===== config.mk =====
export PLATFORM = sky130hd
export DESIGN_NAME = sorted_name_table_core_flat
export DESIGN_NICKNAME = d
export VERILOG_FILES = /design/src/design/snt_pkg.sv /design/src/design/snt_if.sv /design/src/design/snt_ram.sv /design/src/design/sorted_name_table_core.sv /design/src/flat_wrapper.sv
export SDC_FILE = /design/constraint.sdc
export NUM_CORES = 2
export LEC_CHECK = 0
export ABC_AREA = 1
export BUFFER_PORTS_ARGS = -buffer_cell sky130_fd_sc_hd__buf_2
export CORE_MARGIN = 2
export CORE_UTILIZATION = 30
export CTS_BUF_LIST = sky130_fd_sc_hd__clkbuf_2
export DETAILED_ROUTE_END_ITERATION = 7
export PLACE_DENSITY_LB_ADDON = 0.1
export SKIP_LAST_GASP = 1
export SLEW_MARGIN = 20
export SYNTH_ARGS = -nofsm -noshare
export SYNTH_HDL_FRONTEND = slang
export SYNTH_SLANG_ARGS = --single-unit

===== constraint.sdc =====
create_clock -name clk_i -period 17.7 [get_ports clk_i]
set_clock_uncertainty 0.2 [all_clocks]
set_input_delay 4.425 -clock clk_i [delete_from_list [all_inputs] [get_ports clk_i]]
set_output_delay 4.425 -clock clk_i [all_outputs]
set_load 0.01 [all_outputs]

===== src/design/snt_pkg.sv =====
package snt_pkg;

  localparam int TableDepthDefault = 32;
  localparam int NameCharsDefault  = 8;
  localparam int KeyWidth          = 64;
  localparam int CmdWidth          = 3;
  localparam int IndexWidth        = 5;
  localparam int TotalWidth        = 6;

  typedef enum logic [CmdWidth-1:0] {
    CmdAppend = 3'd0,
    CmdInsert = 3'd1,
    CmdRemove = 3'd2,
    CmdSort   = 3'd3,
    CmdRead   = 3'd4
  } cmd_e;

  typedef enum logic [3:0] {
    StIdle,
    StScanRd,
    StScanCmp,
    StShiftRd,
    StShiftWr,
    StSortRd,
    StSortKey,
    StSortCmp,
    StSortWr,
    StReadRd,
    StReadWait,
    StDone
  } state_e;

  // Fold 'A'..'Z' to lowercase in every byte.
  function automatic logic [KeyWidth-1:0] fold_case(input logic [KeyWidth-1:0] k);
    logic [KeyWidth-1:0] r;
    logic [7:0] c;
    r = k;
    for (int b = 0; b < KeyWidth / 8; b++) begin
      c = k[b*8 +: 8];
      if (c >= 8'h41 && c <= 8'h5a) begin
        r[b*8 +: 8] = c + 8'h20;
      end
    end
    return r;
  endfunction

endpackage


===== src/design/snt_if.sv =====
interface snt_cmd_if;
  logic                          valid;
  logic                          ready;
  logic [snt_pkg::CmdWidth-1:0]   cmd;
  logic [snt_pkg::KeyWidth-1:0]   name_key;
  logic [snt_pkg::IndexWidth-1:0] read_index;
  modport source (output valid, cmd, name_key, read_index, input ready);
  modport sink (input valid, cmd, name_key, read_index, output ready);
endinterface

interface snt_rsp_if;
  logic                          valid;
  logic                          ready;
  logic                          ok;
  logic [snt_pkg::KeyWidth-1:0]   entry_value;
  logic [snt_pkg::TotalWidth-1:0] entry_total;
  modport source (output valid, ok, entry_value, entry_total, input ready);
  modport sink (input valid, ok, entry_value, entry_total, output ready);
endinterface


===== src/design/snt_ram.sv =====
module snt_ram #(
  parameter int Width = 64,
  parameter int Depth = 32
) (
  input  logic                     clk_i,
  input  logic                     we_i,
  input  logic [$clog2(Depth)-1:0] waddr_i,
  input  logic [Width-1:0]         wdata_i,
  input  logic [$clog2(Depth)-1:0] raddr_i,
  output logic [Width-1:0]         rdata_o
);

  logic [Width-1:0] mem_q [Depth];

  // One write port, one registered read port.
  always_ff @(posedge clk_i) begin
    if (we_i) begin
      mem_q[waddr_i] <= wdata_i;
    end
    rdata_o <= mem_q[raddr_i];
  end

endmodule


===== src/design/sorted_name_table_core.sv =====
// Commands are taken one at a time: ready is high only in idle, and a finished
// result is held until taken. The registered-read name RAM and the shared
// comparators set the pace.
// Reset: asynchronous, active low; clears the count and the sequencer, not the RAM.
module sorted_name_table_core #(
  parameter int TableDepth = snt_pkg::TableDepthDefault,
  parameter int NameChars  = snt_pkg::NameCharsDefault
) (
  input logic clk_i,
  input logic rst_ni,
  snt_cmd_if.sink   cmd_i,
  snt_rsp_if.source rsp_o
);

  localparam int AddrW  = $clog2(TableDepth);
  localparam int CntW   = $clog2(TableDepth + 1);
  localparam int KW     = snt_pkg::KeyWidth;
  localparam int IndexW = snt_pkg::IndexWidth;

  snt_pkg::state_e state_q, state_d;

  logic [CntW-1:0]  count_q, count_d;
  logic [CntW-1:0]  i_q, i_d;      // scan index or outer sort index
  logic [CntW-1:0]  j_q, j_d;      // shift index or inner sort index
  logic [KW-1:0]    key_q, key_d;  // canonical key or sort element
  logic [snt_pkg::CmdWidth-1:0] cmd_q, cmd_d;
  logic [IndexW-1:0] idx_q, idx_d;
  logic             ok_q, ok_d;
  logic [KW-1:0]    val_q, val_d;

  logic             we;
  logic [AddrW-1:0] waddr, raddr;
  logic [KW-1:0]    wdata, rdata;

  snt_ram #(.Width(KW), .Depth(TableDepth)) u_ram (
    .clk_i  (clk_i),
    .we_i   (we),
    .waddr_i(waddr),
    .wdata_i(wdata),
    .raddr_i(raddr),
    .rdata_o(rdata)
  );

  // Canonical form: keep top NameChars bytes, clear after first zero byte.
  logic [KW-1:0] canon;
  always_comb begin
    logic stop;
    stop  = 1'b0;
    canon = '0;
    for (int b = 0; b < 8; b++) begin
      if (b >= NameChars || cmd_i.name_key[KW-1-8*b -: 8] == 8'd0) begin
        stop = 1'b1;
      end
      if (!stop) begin
        canon[KW-1-8*b -: 8] = cmd_i.name_key[KW-1-8*b -: 8];
      end
    end
  end

  logic full;
  assign full = (count_q == CntW'(TableDepth));
  assign cmd_i.ready = (state_q == snt_pkg::StIdle);
  assign rsp_o.valid = (state_q == snt_pkg::StDone);
  assign rsp_o.ok = ok_q;
  assign rsp_o.entry_value = val_q;
  assign rsp_o.entry_total = snt_pkg::TotalWidth'(count_q);

  // Shared comparators: byte-order greater, equality and case-folded greater against the held key.
  logic gt_byte, gt_fold, eq_key;
  assign gt_byte = rdata > key_q;
  assign eq_key  = rdata == key_q;
  assign gt_fold = snt_pkg::fold_case(rdata) > snt_pkg::fold_case(key_q);

  // Next state and datapath registers.
  always_comb begin
    state_d = state_q;
    count_d = count_q;
    i_d = i_q; j_d = j_q; key_d = key_q; cmd_d = cmd_q; idx_d = idx_q;
    ok_d = ok_q; val_d = val_q;
    case (state_q)
      snt_pkg::StIdle: begin
        if (cmd_i.valid) begin
          key_d = canon; cmd_d = cmd_i.cmd; idx_d = cmd_i.read_index;
          ok_d = 1'b0; val_d = '0; i_d = '0;
          case (cmd_i.cmd)
            snt_pkg::CmdAppend: begin
              if (!full) begin
                count_d = count_q + 1'b1; ok_d = 1'b1;
              end
              state_d = snt_pkg::StDone;
            end
            snt_pkg::CmdInsert: begin
              state_d = full ? snt_pkg::StDone :
                        (count_q == '0 ? snt_pkg::StShiftWr : snt_pkg::StScanRd);
              j_d = count_q; // insert position defaults to the end
              i_d = count_q;
            end
            snt_pkg::CmdRemove:
              state_d = (count_q == '0) ? snt_pkg::StDone : snt_pkg::StScanRd;
            snt_pkg::CmdSort: begin
              ok_d = 1'b1; i_d = CntW'(1);
              state_d = (count_q > CntW'(1)) ? snt_pkg::StSortRd : snt_pkg::StDone;
            end
            snt_pkg::CmdRead:
              state_d = (32'(cmd_i.read_index) < 32'(count_q)) ?
                        snt_pkg::StReadRd : snt_pkg::StDone;
            default: state_d = snt_pkg::StDone;
          endcase
          if (cmd_i.cmd == snt_pkg::CmdInsert && !full && count_q != '0) begin
            i_d = '0;
          end
        end
      end
      snt_pkg::StScanRd: state_d = snt_pkg::StScanCmp;
      snt_pkg::StScanCmp: begin
        if (cmd_q == snt_pkg::CmdInsert) begin
          if (gt_byte) begin
            i_d = i_q; state_d = snt_pkg::StShiftRd; j_d = count_q;
          end else if (i_q + 1'b1 == count_q) begin
            i_d = count_q; j_d = count_q; state_d = snt_pkg::StShiftWr;
          end else begin
            i_d = i_q + 1'b1; state_d = snt_pkg::StScanRd;
          end
        end else begin
          if (eq_key) begin
            ok_d = 1'b1; j_d = i_q;
            if (i_q + 1'b1 == count_q) begin
              count_d = count_q - 1'b1; state_d = snt_pkg::StDone;
            end else begin
              state_d = snt_pkg::StShiftRd;
            end
          end else if (i_q + 1'b1 == count_q) begin
            state_d = snt_pkg::StDone;
          end else begin
            i_d = i_q + 1'b1; state_d = snt_pkg::StScanRd;
          end
        end
      end
      // Insert: move entry j-1 to j down to i. Remove: move j+1 to j.
      snt_pkg::StShiftRd: state_d = snt_pkg::StShiftWr;
      snt_pkg::StShiftWr: begin
        if (cmd_q == snt_pkg::CmdInsert) begin
          if (j_q == i_q) begin
            count_d = count_q + 1'b1; ok_d = 1'b1; state_d = snt_pkg::StDone;
          end else begin
            j_d = j_q - 1'b1; state_d = snt_pkg::StShiftRd;
          end
        end else begin
          if (j_q + CntW'(2) == count_q) begin
            count_d = count_q - 1'b1; state_d = snt_pkg::StDone;
          end else begin
            j_d = j_q + 1'b1; state_d = snt_pkg::StShiftRd;
          end
        end
      end
      // Insertion sort: fetch element i, then walk j down while the left entry is greater.
      snt_pkg::StSortRd: begin
        j_d = i_q;
        state_d = snt_pkg::StSortKey;
      end
      snt_pkg::StSortKey: begin
        key_d = rdata;
        state_d = snt_pkg::StSortCmp;
      end
      snt_pkg::StSortCmp: begin
        if (gt_fold) begin
          j_d = j_q - 1'b1;
          state_d = (j_q == CntW'(1)) ? snt_pkg::StSortWr : snt_pkg::StSortCmp;
        end else begin
          state_d = snt_pkg::StSortWr;
        end
      end
      snt_pkg::StSortWr: begin
        if (i_q + 1'b1 == count_q) begin
          state_d = snt_pkg::StDone;
        end else begin
          i_d = i_q + 1'b1; state_d = snt_pkg::StSortRd;
        end
      end
      snt_pkg::StReadRd: state_d = snt_pkg::StReadWait;
      snt_pkg::StReadWait: begin
        val_d = rdata; ok_d = 1'b1; state_d = snt_pkg::StDone;
      end
      snt_pkg::StDone: begin
        if (rsp_o.ready) state_d = snt_pkg::StIdle;
      end
      default: state_d = snt_pkg::StIdle;
    endcase
  end

  // RAM port control.
  always_comb begin
    we = 1'b0; waddr = AddrW'(j_q); wdata = key_q; raddr = AddrW'(i_q);
    case (state_q)
      snt_pkg::StIdle: begin
        we = cmd_i.valid && cmd_i.cmd == snt_pkg::CmdAppend && !full;
        waddr = AddrW'(count_q); wdata = canon;
      end
      snt_pkg::StScanRd: raddr = AddrW'(i_q);
      snt_pkg::StShiftRd:
        raddr = (cmd_q == snt_pkg::CmdInsert) ? AddrW'(j_q - 1'b1) : AddrW'(j_q + 1'b1);
      snt_pkg::StShiftWr: begin
        we = 1'b1; waddr = AddrW'(j_q);
        wdata = (cmd_q == snt_pkg::CmdInsert && j_q == i_q) ? key_q : rdata;
      end
      snt_pkg::StSortRd: raddr = AddrW'(i_q);
      snt_pkg::StSortKey: raddr = AddrW'(j_q - 1'b1);
      // A greater left entry moves up one place while the next one is fetched.
      snt_pkg::StSortCmp: begin
        we = gt_fold;
        waddr = AddrW'(j_q);
        wdata = rdata;
        raddr = AddrW'(j_q - CntW'(2));
      end
      snt_pkg::StSortWr: begin
        we = 1'b1; waddr = AddrW'(j_q); wdata = key_q;
      end
      snt_pkg::StReadRd: raddr = AddrW'(idx_q);
      default: ;
    endcase
  end

  always_ff @(posedge clk_i or negedge rst_ni) begin
    if (!rst_ni) begin
      state_q <= snt_pkg::StIdle;
      count_q <= '0;
    end else begin
      state_q <= state_d;
      count_q <= count_d;
    end
  end

  always_ff @(posedge clk_i) begin
    i_q <= i_d; j_q <= j_d; key_q <= key_d; cmd_q <= cmd_d; idx_q <= idx_d;
    ok_q <= ok_d; val_q <= val_d;
  end

`ifndef NO_ASSERTIONS
  a_count_range: assert property (@(posedge clk_i) disable iff (!rst_ni)
    count_q <= CntW'(TableDepth)) else $error("count beyond depth");
  a_count_idle: assert property (@(posedge clk_i) disable iff (!rst_ni)
    (state_q != snt_pkg::StIdle && state_q != snt_pkg::StDone &&
     state_q != snt_pkg::StShiftWr && state_q != snt_pkg::StScanCmp)
    |=> $stable(count_q)) else $error("count changed mid-command");
  a_ok_read: assert property (@(posedge clk_i) disable iff (!rst_ni)
    (rsp_o.valid && !rsp_o.ok) |-> rsp_o.entry_value == '0)
    else $error("value on failed command");
`endif

endmodule


===== src/flat_wrapper.sv =====
// flat-port wrapper written by rule: the top's interface ports become plain ports
module sorted_name_table_core_flat 
#(
  parameter int TableDepth = snt_pkg::TableDepthDefault,
  parameter int NameChars  = snt_pkg::NameCharsDefault
)
  (clk_i, rst_ni, cmd_i_valid, cmd_i_cmd, cmd_i_name_key, cmd_i_read_index, cmd_i_ready, rsp_o_valid, rsp_o_ok, rsp_o_entry_value, rsp_o_entry_total, rsp_o_ready);
  snt_cmd_if cmd_i_i ();
  snt_rsp_if rsp_o_i ();
  input logic clk_i;
  input logic rst_ni;
  input wire logic [$bits(cmd_i_i.valid)-1:0] cmd_i_valid;
  input wire logic [$bits(cmd_i_i.cmd)-1:0] cmd_i_cmd;
  input wire logic [$bits(cmd_i_i.name_key)-1:0] cmd_i_name_key;
  input wire logic [$bits(cmd_i_i.read_index)-1:0] cmd_i_read_index;
  output wire logic [$bits(cmd_i_i.ready)-1:0] cmd_i_ready;
  output wire logic [$bits(rsp_o_i.valid)-1:0] rsp_o_valid;
  output wire logic [$bits(rsp_o_i.ok)-1:0] rsp_o_ok;
  output wire logic [$bits(rsp_o_i.entry_value)-1:0] rsp_o_entry_value;
  output wire logic [$bits(rsp_o_i.entry_total)-1:0] rsp_o_entry_total;
  input wire logic [$bits(rsp_o_i.ready)-1:0] rsp_o_ready;
  assign cmd_i_i.valid = cmd_i_valid;
  assign cmd_i_i.cmd = cmd_i_cmd;
  assign cmd_i_i.name_key = cmd_i_name_key;
  assign cmd_i_i.read_index = cmd_i_read_index;
  assign cmd_i_ready = cmd_i_i.ready;
  assign rsp_o_valid = rsp_o_i.valid;
  assign rsp_o_ok = rsp_o_i.ok;
  assign rsp_o_entry_value = rsp_o_i.entry_value;
  assign rsp_o_entry_total = rsp_o_i.entry_total;
  assign rsp_o_i.ready = rsp_o_ready;
  sorted_name_table_core #(.TableDepth(TableDepth), .NameChars(NameChars)) u_core (.clk_i(clk_i), .rst_ni(rst_ni), .cmd_i(cmd_i_i), .rsp_o(rsp_o_i));
endmodule

==> reports/metrics.cfg <==
[final_layout]
area_growth_syn_to_layout_pct = 12.1
mostFrequentLayoutCell = nand2_1
stdcell_count = 14498
fin_area_um2 = 111000
drive_gt1_share_pct = 14.3
nets = 9862
layout_common_cells = 2,986 x nand2_1, 2,197 x edfxtp_1, 1,961 x nand3_1

[placement]
gp_congestion = 0.829
io_buffers = 148
post-dp-hpwl_um = 193000
placed_cells = 13405
dpl_cell_area_um2 = 106000

[drt]
first_pass_iters = 5
met3_length_um = 20100
wire_per_inst_um = 24.8
wl_met2_um = 168000
drc_errors = 0
drt-total-wl_um = 360000
antenna_left = 0
via_count = 72466
wl_met1_um = 164000
top_layer = met5
avgViaCountPerCell = 5.00
drt_iter0_drc = 6250

[worst_setup_path]
crit_path_max_fanout = 28
crit_required_ps = 13070
end_kind = primary output
rr_worst_depth = 15
cp.arrival_ps = 3470
crit_path_end = cmd_i_ready
crit_type = register to primary output
startpoint = u_core.state_q[3]
r2r_slack_ps = 9880
worstSetupStartpointType = register
worst_r2r_endpoint = u_core.u_ram.mem_q[17][28]
r2r-start = u_core.u_ram.rdata_o[36]

[clock_network]
postCtsHoldBufs = 0
cts_root_buffer = clkbuf_2
cts_resized = 0
cts.sinks = 2271
htree_levels = 6
clk_pin_slew_worst_paths_ps = 100
insertion_delay_ps = 1830
cts_tree = done
clockBufferDepth = 4
cts_setup_buffers = 0
cts_made_buffers = 620

[floorplanning]
initial_utilization_pct = 30.1
core_um2 = 330000
die_w_um = 579
rows = 211
dieArea_um2 = 336000
num_io_pins = 149
die_h_um = 579

[global_route]
grt_antenna_before_repair = 19
grt_pass1_vias = 71181
grt_pass1_wl_um = 515000
grt_max_degree = 176
grt.overflow.total = 0
grt.total_usage_pct = 20.9

[sta]
tightestPinTransition_ps = 1130
setup_viol = 0
setup_tns_ps = 0
fmaxAchievable_mhz = 124
fin_crit_ps = 8090
slew-limit-headroom_pct = 24.4
hold_viol = 0
drv_slew = 0
fin_crit_sh_pct = 45.7
whs_ps = 407
rsz0062_at_grt = no

[logic_synthesis]
syn-cell-area_um2 = 99300
syn-num-nets = 9486
ys_seq_elements = 2271
synth_cells = 9292
syn_area_per_cell_um2 = 10.7
synth_edf_count = 2197
synthArstFlopShare_pct = 0.440
yosysUniqueCellTypes = 50
ys.warnings.count = 0
ys_seq_area_share_pct = 68.0
yosys_most_used_dff = edfxtp_1

[job]
drv_cap = 0

[outcome]
status = completed

[worst_hold_path]
hold_path_depth = 2
min_path_type = register to register
holdCritStartpoint = u_core.u_ram.rdata_o[51]

-- stage by stage --
stage                     util (%)  worst slack [ps]
after global routing          33.7              9290
after detailed placement      32.0              7920
after CTS                     33.7              9300
after floorplan                  -              8680
final                         33.8              9610
after global placement        32.0              7990
-- flip-flops by register name (all words and copies together) (netlist names) --
register / count
u_core.u_ram.mem_q: 2048
u_core.rsp_o.entry_total: 6
u_core.key_q: 64
u_core.rsp_o.ok: 1
u_core.state_q: 4
u_core.u_ram.rdata_o: 64
u_core.idx_q: 5
u_core.cmd_q: 3
u_core.i_q: 6
u_core.j_q: 6
u_core.rsp_o.entry_value: 64
-- routing by layer --
| layer | track usage [%] | vias to the layer above |
|---|---|---|
| li1 | - | 33579 |
| met4 | 5.48 | 4 |
| met5 | 0 | - |
| met1 | 29.0 | 36020 |
| met2 | 34.1 | 2340 |
| met3 | 3.31 | 523 |
-- worst min path at each step --
stage                                        to
global placement               u_core.key_q[41]
CTS                 u_core.rsp_o.entry_value[3]
floorplan                      u_core.key_q[41]
global route        u_core.rsp_o.entry_value[3]
detailed placement             u_core.key_q[42]
finish                         u_core.key_q[51]
-- kinds of logic after synthesis --
group                    share of synthesized area [%]
XOR/XNOR                                         0.247
AO/OA/AOI/OAI                                     3.27
flip-flops                                        68.0
buffers and inverters                             4.17
adder cells (fa/ha/maj)                           1.49
multiplexers                                    0.0113
AND/OR/NAND/NOR                                   22.8
-- worst max-delay path, stage by stage, from the launching register on --
cell and delay, ps:
dfrtp_1 480, nor2_2 160, inv_1 80, nor2_4 660
buf_2 270
-- synth_stat cells, drive strengths merged (44+ instances only) --
library cell,count,area (µm²)
nand3,1965,9840
o21ai,395,1980
inv,397,1490
a21oi,76,384
buf,375,1830
clkbuf,216,811
o221ai,53,464
nand2,2992,11200
edfxtp,2197,66000
nor2,228,873
nand4,44,275
ha,118,1480
dfxtp,64,1280
-- area by class of cell --
type                    instances  area [µm²]
fillers                     33548      218000
flip-flops and latches       2271       67500
multi-input cells            6029       28700
well taps                    4366        5460
clock buffers                 925        4630
repair buffers                345        2520
inverters                     401        1530
clock inverters               153         951
diodes                          8        20.0
Power is left out: the tool's default activity adds up to more than one toggle a clock period on the data nets, which glitch-free logic cannot reach.
